--- src/srt_pkg.sv ---
// Package for the sorted record table: sizes, action and status codes, payload words.
// No dependencies.
package srt_pkg;
  localparam int unsigned Capacity = 32;
  localparam int unsigned IdxW = $clog2(Capacity);
  localparam int unsigned CntW = $clog2(Capacity + 1);
  localparam int unsigned RecW = 56 + 21 + 16;
  localparam int unsigned QDepth = 2;

  localparam logic [1:0] ActInsert = 2'd0;
  localparam logic [1:0] ActFind   = 2'd1;
  localparam logic [1:0] ActRemove = 2'd2;
  localparam logic [1:0] ActNone   = 2'd3;

  localparam logic [1:0] StOk      = 2'd0;
  localparam logic [1:0] StFull    = 2'd1;
  localparam logic [1:0] StNoMatch = 2'd2;

  typedef struct packed {
    logic [1:0]  action;
    logic [55:0] record_key;
    logic [4:0]  birth_day;
    logic [3:0]  birth_month;
    logic [11:0] birth_year;
    logic [15:0] record_handle;
  } in_word_t;

  typedef struct packed {
    logic [1:0]  status;
    logic [55:0] found_key;
    logic [4:0]  found_day;
    logic [3:0]  found_month;
    logic [11:0] found_year;
    logic [15:0] found_handle;
    logic [5:0]  removed_count;
    logic        last;
  } out_word_t;

  // Record layout in storage: key, date (year, month, day), handle.
  typedef struct packed {
    logic [55:0] key;
    logic [20:0] date;
    logic [15:0] handle;
  } rec_t;
endpackage

--- src/srt_front.sv ---
// Front end: accepts words, drops unused actions, queues the rest for the engine.
// Depends on srt_pkg.
module srt_front import srt_pkg::*; (
  input  logic     clk_i,
  input  logic     rst_ni,
  input  logic     in_valid_i,
  output logic     in_ready_o,
  input  in_word_t in_data_i,
  output logic     q_valid_o,
  input  logic     q_pop_i,
  output in_word_t q_data_o
);
  localparam int unsigned PW = $clog2(QDepth);
  in_word_t        buf_q [QDepth];
  logic [PW-1:0]   wp_q, rp_q;
  logic [PW:0]     cnt_q;
  logic            push, pop;

  assign in_ready_o = (cnt_q != (PW+1)'(QDepth));
  assign push       = in_valid_i && in_ready_o && (in_data_i.action != ActNone);
  assign pop        = q_pop_i && q_valid_o;
  assign q_valid_o  = (cnt_q != '0);
  assign q_data_o   = buf_q[rp_q];

  always_ff @(posedge clk_i) begin
    if (push) buf_q[wp_q] <= in_data_i;
  end

  always_ff @(posedge clk_i or negedge rst_ni) begin
    if (!rst_ni) begin
      wp_q <= '0; rp_q <= '0; cnt_q <= '0;
    end else begin
      if (push) wp_q <= (wp_q == PW'(QDepth - 1)) ? '0 : wp_q + 1'b1;
      if (pop)  rp_q <= (rp_q == PW'(QDepth - 1)) ? '0 : rp_q + 1'b1;
      cnt_q <= cnt_q + (PW+1)'(push) - (PW+1)'(pop);
    end
  end

  a_no_overflow: assert property (@(posedge clk_i) disable iff (!rst_ni)
    cnt_q <= (PW+1)'(QDepth)) else $error("queue overfilled");
  a_pop_nonempty: assert property (@(posedge clk_i) disable iff (!rst_ni)
    (cnt_q == '0) |=> !($past(pop))) else $error("pop of empty queue");
  a_cnt_step: assert property (@(posedge clk_i) disable iff (!rst_ni)
    (push && !pop) |=> cnt_q == $past(cnt_q) + 1'b1) else $error("count slip");
endmodule

--- config.mk ---
export PLATFORM = sky130hd
export DESIGN_NAME = srt_front
export DESIGN_NICKNAME = d
export VERILOG_FILES = /design/src/srt_pkg.sv /design/src/srt_front.sv
export SDC_FILE = /design/constraint.sdc
export NUM_CORES = 1
export LEC_CHECK = 0
export BUFFER_PORTS_ARGS = -buffer_cell sky130_fd_sc_hd__buf_2
export CORE_MARGIN = 2
export CORE_UTILIZATION = 47
export CTS_CLUSTER_DIAMETER = 30
export DETAILED_ROUTE_END_ITERATION = 10
export PLACE_DENSITY = 0.75
export SETUP_SLACK_MARGIN = 0.3
export SYNTH_ARGS = -nofsm -noshare
export SYNTH_HDL_FRONTEND = slang
export SYNTH_SLANG_ARGS = --single-unit
--- constraint.sdc ---
create_clock -name clk_i -period 4.9 [get_ports clk_i]
set_input_delay 0.245 -clock clk_i [delete_from_list [all_inputs] [get_ports clk_i]]
set_output_delay 0.245 -clock clk_i [all_outputs]
set_load 0.01 [all_outputs]
Yosys cells after proc, flatten, opt, wreduce, memory -nomap -nowiden
Memory sizes are Yosys's and may differ from the RTL's.
Cells that the tools add are included.
{ "totals": {"word_cells": 18, "regBits": 4, "input_bits": 99, "output_inout_bits": 97, "mem_bits_rw": 190, "memories": 1} }
{ "mem_list": {"columns": ["name", "words", "word_bits", "rd", "rd_clocked_by_memory_dff", "write_ports", "line", "rtl"], "rows": [
  ["buf_q", 2, 95, 1, 0, 1, "srt_front.sv:14", "in_word_t buf_q [QDepth];"]
]} }
{ "op_classes": {"mux": 4, "reduce_logical": 4, "addsub": 4, "eq_ne": 2} }
{ "ops": {"columns": ["op", "n"], "rows": [
  ["2-to-1 mux 1 bit", 4],
  ["inequality test 2 bit (second input constant)", 2],
  ["logical AND 1 bit", 3],
  ["adder 1 bit (second input constant)", 2],
  ["adder 2 x 1 -> 2 bit", 1],
  ["nonzero test 2 bit", 1],
  ["subtractor 2 x 1 -> 2 bit", 1]
]} }

Depth between registers and ports, before layout
Gate-level depths: netlist of the first run.
{ "logic_depth": {"depth_word": 5, "ltp_mapped": 6, "ltp_nobuf": 6} }

Worst setup path after synthesis of the first run
Ideal clock, no wire load.
{ "synth_path": {"kind": "reg-to-reg", "start": "reg cnt_q[0]", "end": "mem buf_q[0][0] in the netlist's numbering (enable)", "setup_slack_ns": -0.318, "n_path_buf": 0, "path_stages_with_launch": 4, "required_time_ns": 4.351, "synth_period_minus_slack_ns": 5.218, "setup_ns": 0.549, "arrival_ns": 4.668, "path_cell_list": "dfrtp_1 nand2b_1 nand2_1 nor2_1"} }
{ "synth_via": {"elab_chain_cells": 5} }
{ "synth_rtl": {"columns": ["item", "line", "rtl"], "rows": [
  ["from (decl)", "srt_front.sv:16", "logic [PW:0] cnt_q;"],
  ["from (signal assigned)", "srt_front.sv:35", "cnt_q <= cnt_q + (PW+1)'(push) - (PW+1)'(pop);"],
  ["inequality test 2 bit", "srt_front.sv:19", "assign in_ready_o = (cnt_q != (PW+1)'(QDepth));"],
  ["named net in_ready_o", "srt_front.sv:7", "output logic in_ready_o,"],
  ["logical AND 1 bit (2 in series)", "srt_front.sv:20", "assign push = in_valid_i && in_ready_o && (in_data_i.action != ActNone);"],
  ["2-to-1 mux 1 bit", "srt_front.sv:26", "if (push) buf_q[wp_q] <= in_data_i;"],
  ["2-to-1 mux 1 bit (not written as such)", "srt_front.sv:26", null],
  ["to (decl)", "srt_front.sv:14", null]
]} }
The timed path passes the listed nets, and every way through them passes these cells.

==> metrics, run 1 <==
status completed; Initial Utilization 47.94%; Critical Path RT 4660 ps; CP Launch Type register; Area Overhead vs Synth 35.62%; drt total wl 14.12 mm; Critical Path End Type primary output; vias per inst 4.896; # nets final 715; CTS buffer count 17; HP Class primary input to register; clock root buffer clkbuf_16; clock sink total 194; Avg Synthesized Cell Area roughly 23 µm²; total negative slack 0 ps; DRC errors left 0; Synth Register Bits about 190; post-route cell area 9884 µm²; Placed Cells 697; Setup crit start rp_q; first-pass GRT wire length 21.04 mm; Post-CTS Hold Buffers 82; largest net degree at the start of global routing 64; Max FO, Critical Path 63; peak supply drop between 0.3 and 0.4 mV; number of max-cap violations 0; routed length per instance ~17 µm; Die X 128.5 µm; I/O pin count approximately 200; num rows 45; Yosys warnings 0; clk_lat worst skew 430 ps; total number of vias 3995; worst min-delay path startpoint in_data_i[57]; H-tree Lvls 4; Crit Path Category register to primary output; Leak 3.836 nW; fin cells approximately 820; GR Util All Layers between 10% and 20%; Highest Clock Rate 341.5 MHz; Routed Antenna Nets 0; Hold Fails Final Rpt 0; RSZ-0062 raised after global routing false; die footprint around 17000 µm²; diode count 0; Buf+Inv Stages, Crit Path 2; syn_nets 420; initial DRC count 264; dpl cell area 8422 µm²; initial antenna violation count 0; Yosys cell types 23; Post-Syn Area 7288 µm²; Core Region 15200 µm²; RePlAce Congestion about 0.74; R2R Path Start cnt_q[0]; min cycle time layout 2929 ps; cts repair resizes 0; critical path's top delay family flip-flops; worst path cell trace buf_4 > mux2_2 > buf_2; Power per Cell Area between 500 and 600 nW/µm²; CTS tree yes; layout cells sized above 1 52.55%; max incr delay on CP 1070 ps; buffer count from post-CTS setup fixing 0; fin. max-slew vios 0; Least-Margin Pin Slew about 970 ps; clock-pin slew on the worst setup and hold paths around 70 ps; CP arrival about 2700 ps; final period utilization 59.77%; worst reg-to-reg setup slack about 2600 ps; Rel. slew slack between 30% and 40%; clk buf depth 2; # port buffers between 150 and 200; DP HPWL between 8 and 9 mm; sequential-to-total area share from yosys stat 79.66%; Final setup viols 0; Cells after Synth 320; die height 128.5 µm; Fin Clk Skew 9.179 ps; vias in the first global route around 4.2k; Congestion Overflow GR 0; first-pass detailed-route iteration total 4; Critical Path Slowest Stage Cell dfrtp_4
## layout by cell type, fill, tap and decap left out, drive strengths merged
| master | count |
|---|---|
| buf | 200 |
| edfxtp | 190 |
| mux2 | 95 |
| dlygate4sd3 | 87 |
| clkbuf | 20 |
| clkinv | 5 |
| dfrtp | 4 |
| nand2 | 3 |
| bufinv | 3 |
| a21oi | 2 |
| xnor2 | 2 |
| clkinvlp | 2 |
| inv | 2 |
| nor2 | 2 |
| a21boi | 1 |
| nor2b | 1 |
| nor3 | 1 |
| xor2 | 1 |
| a211oi | 1 |
| nand3 | 1 |
| o21ai | 1 |
| nand2b | 1 |
| or2 | 1 |
| and3 | 1 |
| ha | 1 |
## logic make-up after synthesis
family / Yosys count / synth area share [%]
adder cells (fa/ha/maj): 1 / 0.1716
AO/OA/AOI/OAI: 5 / 0.4635
flip-flops: 194 / 79.66
buffers and inverters: 11 / 1.802
XOR/XNOR: 3 / 0.3606
multiplexers: 95 / 16.74
AND/OR/NAND/NOR: 11 / 0.8071
## power by group
part           switching [mW]  internal, mW
sequential              0.194          2.17
clock                   0.583         0.805
combinational           0.684         0.768
## worst register-to-register path, stage by stage (launching register included)
cell and delay (ps):
dfrtp_1 440, nand2b_1 190, and3_4 660, buf_4 650
## per-stage QoR
step           hold WS, ps  worst slack (ps)  util (%)  power, mW
4_1_cts             0.4488              1911     64.69      5.254
3_5_place_dp         59.74              2388     55.40      3.813
5_1_grt             0.1401              1810     65.02      5.454
3_3_place_gp         53.47              2434     55.40      3.770
2_1_floorplan       -50.59              1279         -      3.379
6_report             17.13              1971     65.02      5.209
## path summary, 6_finish.rpt
path | cells past startpoint | endpoint
worst max-delay path | 3 | q_data_o[86]
worst min-delay path | 1 | buf_q[1][57]
worst max register to register | 3 | buf_q[1][18]
worst min register to register | 1 | wp_q
max in group asynchronous | 2 | rp_q
min in group asynchronous | 2 | rp_q
## cell type report
cell class                 count  area [µm²]
clock inverter                12       155.1
clock buffer                  20       436.7
tap                          188       235.2
multi-input combinational    115        1364
sequential                   194        5809
fill                        1043        5318
timing repair buffer         287        1884
## per-layer routing
layer	vias up	wire [µm]	global-route usage, %
met2	165	6971	29.47
met5	-	0	0
met4	0	273	6.394
met3	28	1050	6.029
li1	1857	-	-
met1	1945	5829	19.74
## registers in the layout (all words and copies together) (netlist names)
register and flops:
buf_q 190, cnt_q 2, rp_q 1, wp_q 1
## cell usage after synthesis (all sizes together)
cell type,count,area [µm²]
or2,1,6.260
buf,11,131.4
a211oi,1,7.510
dfrtp,4,100.1
nor2,2,7.510
xor2,1,8.760
a21boi,1,11.26
ha,1,12.51
nand2,3,11.26
o21ai,1,5.000
nor2b,1,6.260
nand3,1,5.000
nand2b,1,6.260
nor3,1,10.01
mux2,95,1220
and3,1,6.260
a21oi,2,10.01
xnor2,2,17.52
edfxtp,190,5705
Note: power is estimated with default switching activity, not from simulation.
==> run 2, diff against run 1 <==
CORE_UTILIZATION = 52   (was 47)
PLACE_DENSITY = 0.79   (was 0.75)
clock period = 2.8 ns   (was 4.9 ns; I/O delays follow)
==> run 2 against run 1 <==
Non-clock buffer count rose by 10. Die area decreased by 9.3%. Critical path depth did not move. First-iteration DRC count is 18% lower. Flip-flop and latch count stayed put. Global-route usage grew 2.6 points. Sequential power grew 71%. Utilization up 7.6 points. Clock skew decreased by 1.1 ps. Clock power is 63% higher. Wire length increased by 3.4%.
==> metrics, run 2 (synthesis results as in run 1) <==
initial antenna violation count 1 (was 0); clk_lat worst skew 420 ps (was 430 ps); largest net degree at the start of global routing 48 (was 64); CP arrival 2100 ps (was 2680 ps); Core Region 13770 µm² (was 15200 µm²); Initial Utilization 52.92% (was 47.94%); Die X 122.4 µm (was 128.5 µm); clock-pin slew on the worst setup and hold paths 70 ps (about the same); fin. max-slew vios 0 (unchanged); number of max-cap violations 0 (unchanged); clk buf depth 2 (unchanged); RePlAce Congestion 0.7138 (was 0.7436); initial DRC count 217 (was 264); Rel. slew slack 60.45% (was 35.35%); Hold Fails Final Rpt 0 (unchanged); Critical Path End Type primary output (unchanged); status completed (unchanged); num rows 43 (was 45); Largest register FFs 190 (unchanged); R2R Path Start cnt_q[0] (unchanged); worst min-delay path startpoint q_pop_i (was in_data_i[57]); most frequent cells in the layout 195 x buf_2, 190 x edfxtp_1, 96 x dlygate4sd3_1 (was 195 x buf_2, 190 x edfxtp_1, 87 x dlygate4sd3_1); DP HPWL 8.887 mm (was 8.460 mm); first-pass GRT wire length 21.55 mm (was 21.04 mm); Hold EP rp_q (was buf_q[1][57]); commonest non-fill, non-tap cell in the layout buf_2 (unchanged); Max FO, Critical Path 47 (was 63); Fin Clk Skew 8.056 ps (was 9.179 ps); Least-Margin Pin Slew 591.8 ps (was 969.8 ps); cts repair resizes 0 (unchanged); CTS tree yes (unchanged); Leak 3.871 nW (was 3.836 nW); CP Launch Type register (unchanged); Final setup viols 0 (unchanged); H-tree Lvls 4 (unchanged); I/O pin count 196 (unchanged); R2R Path End buf_q[0][83] (was buf_q[1][18]); layout cells sized above 1 51.65% (was 52.55%); CTS buffer count 17 (unchanged); routed length per instance 17.85 µm (was 17.31 µm); Hold Path Depth 3 (was 1); Reg with most FFs buf_q (unchanged); clock root buffer clkbuf_16 (unchanged); DRC errors left 0 (unchanged); area of the multi-input gates 1379 µm² (was 1364 µm²); final period utilization 80.14%; vias per inst 4.939 (was 4.896); HP Class primary input to register (unchanged); total negative slack 0 ps (unchanged); # nets final 725 (was 715); Power per Cell Area 905.7 nW/µm² (was 527.0 nW/µm²); clock sink total 194 (unchanged); Routed Antenna Nets 0 (unchanged); drt total wl 14.60 mm (was 14.12 mm); RSZ-0062 raised after global routing false (unchanged); Highest Clock Rate 445.7 MHz; biggest registers after layout buf_q: 190 flops, cnt_q: 2 flops (unchanged); first-pass detailed-route iteration total 4 (unchanged); total number of vias 4040 (was 3995); Sequential Area 5809 µm² (unchanged); GR Util All Layers 19.68% (was 17.07%); Crit Path Category register to primary output (unchanged); die height 122.4 µm (was 128.5 µm); # port buffers 195 (unchanged); worst reg-to-reg setup slack 910 ps (was 2580 ps); worst r2r path cells 4 (was 3); filler instances 865 (was 1043); min cycle time layout 2244 ps; peak supply drop 0.4835 mV (was 0.3414 mV); Area Overhead vs Synth 37.20% (was 35.62%); Critical Path RT 2660 ps (was 4660 ps); die footprint 14980 µm² (was 16520 µm²); WHS 29.06 ps (was 17.13 ps); Congestion Overflow GR 0 (unchanged); vias in the first global route 4263 (was 4200)
run 2: changes by cell type in the layout (fill, tap and decap cells not counted), moves of 3 or more:
cell / previous run / this run
buf_12: 0 / 4
dlygate4sd3_1: 87 / 96
clkinv_1: 0 / 3
buf_4: 5 / 2
run 2: power breakdown:
group          internal, mW  total, mW  switching, mW
registers              3.80       4.06          0.258
clock network          1.30       2.26          0.959
logic                  1.41       2.74           1.33
total                  6.51       9.06           2.55
run 2: layout make-up:
cell class	instances	share of cell area [%]
clock inverters	11	1.151
flip-flops and latches	194	58.10
diodes	1	0.02503
multi-input cells	115	13.79
well taps	180	2.252
repair buffers	297	20.32
clock buffers	20	4.367
run 2: per-layer routing:
metal	track usage, %	up-vias	wire length [µm]
met2	32.99	163	7480
met3	6.552	30	1055
li1	-	1881	-
met1	22.84	1966	5735
met5	0	-	0
met4	9.483	0	327
run 2: critical path, cell delays in order, from the launching register on:
cell and delay (ps):
dfrtp_4 750, buf_12 360, mux2_2 380, buf_2 140
run 2: what timing repair did:
action,CTS,global route
buffers inserted,0,0
hold endpoints to repair,194,0
hold buffers,96,0
run 2: how the worst max path moves through the flow:
stage	startpoint	end	slack, ps
after global routing	rp_q	q_data_o[90]	460
after global placement	in_data_i[94]	buf_q[1][87]	980
final	rp_q	q_data_o[90]	560
after detailed placement	cnt_q[0]	buf_q[0][71]	930
after floorplan	cnt_q[0]	buf_q[0][0]	310
after CTS	rp_q	q_data_o[92]	520
run 2: stage by stage:
stage | area, µm² | std cells | worst slack (ps) | utilization (%) | power (mW)
finish | 10000 | 818 | 556.1 | 72.60 | 9.056
global route | 10000 | 818 | 457.0 | 72.60 | 9.457
detailed placement | 8484 | 690 | 926.0 | 61.60 | 6.753
global placement | 8484 | 690 | 975.9 | 61.60 | 6.687
floorplan | 7312 | 320 | 307.4 | - | 5.908
CTS | 9997 | 817 | 524.0 | 72.58 | 9.109
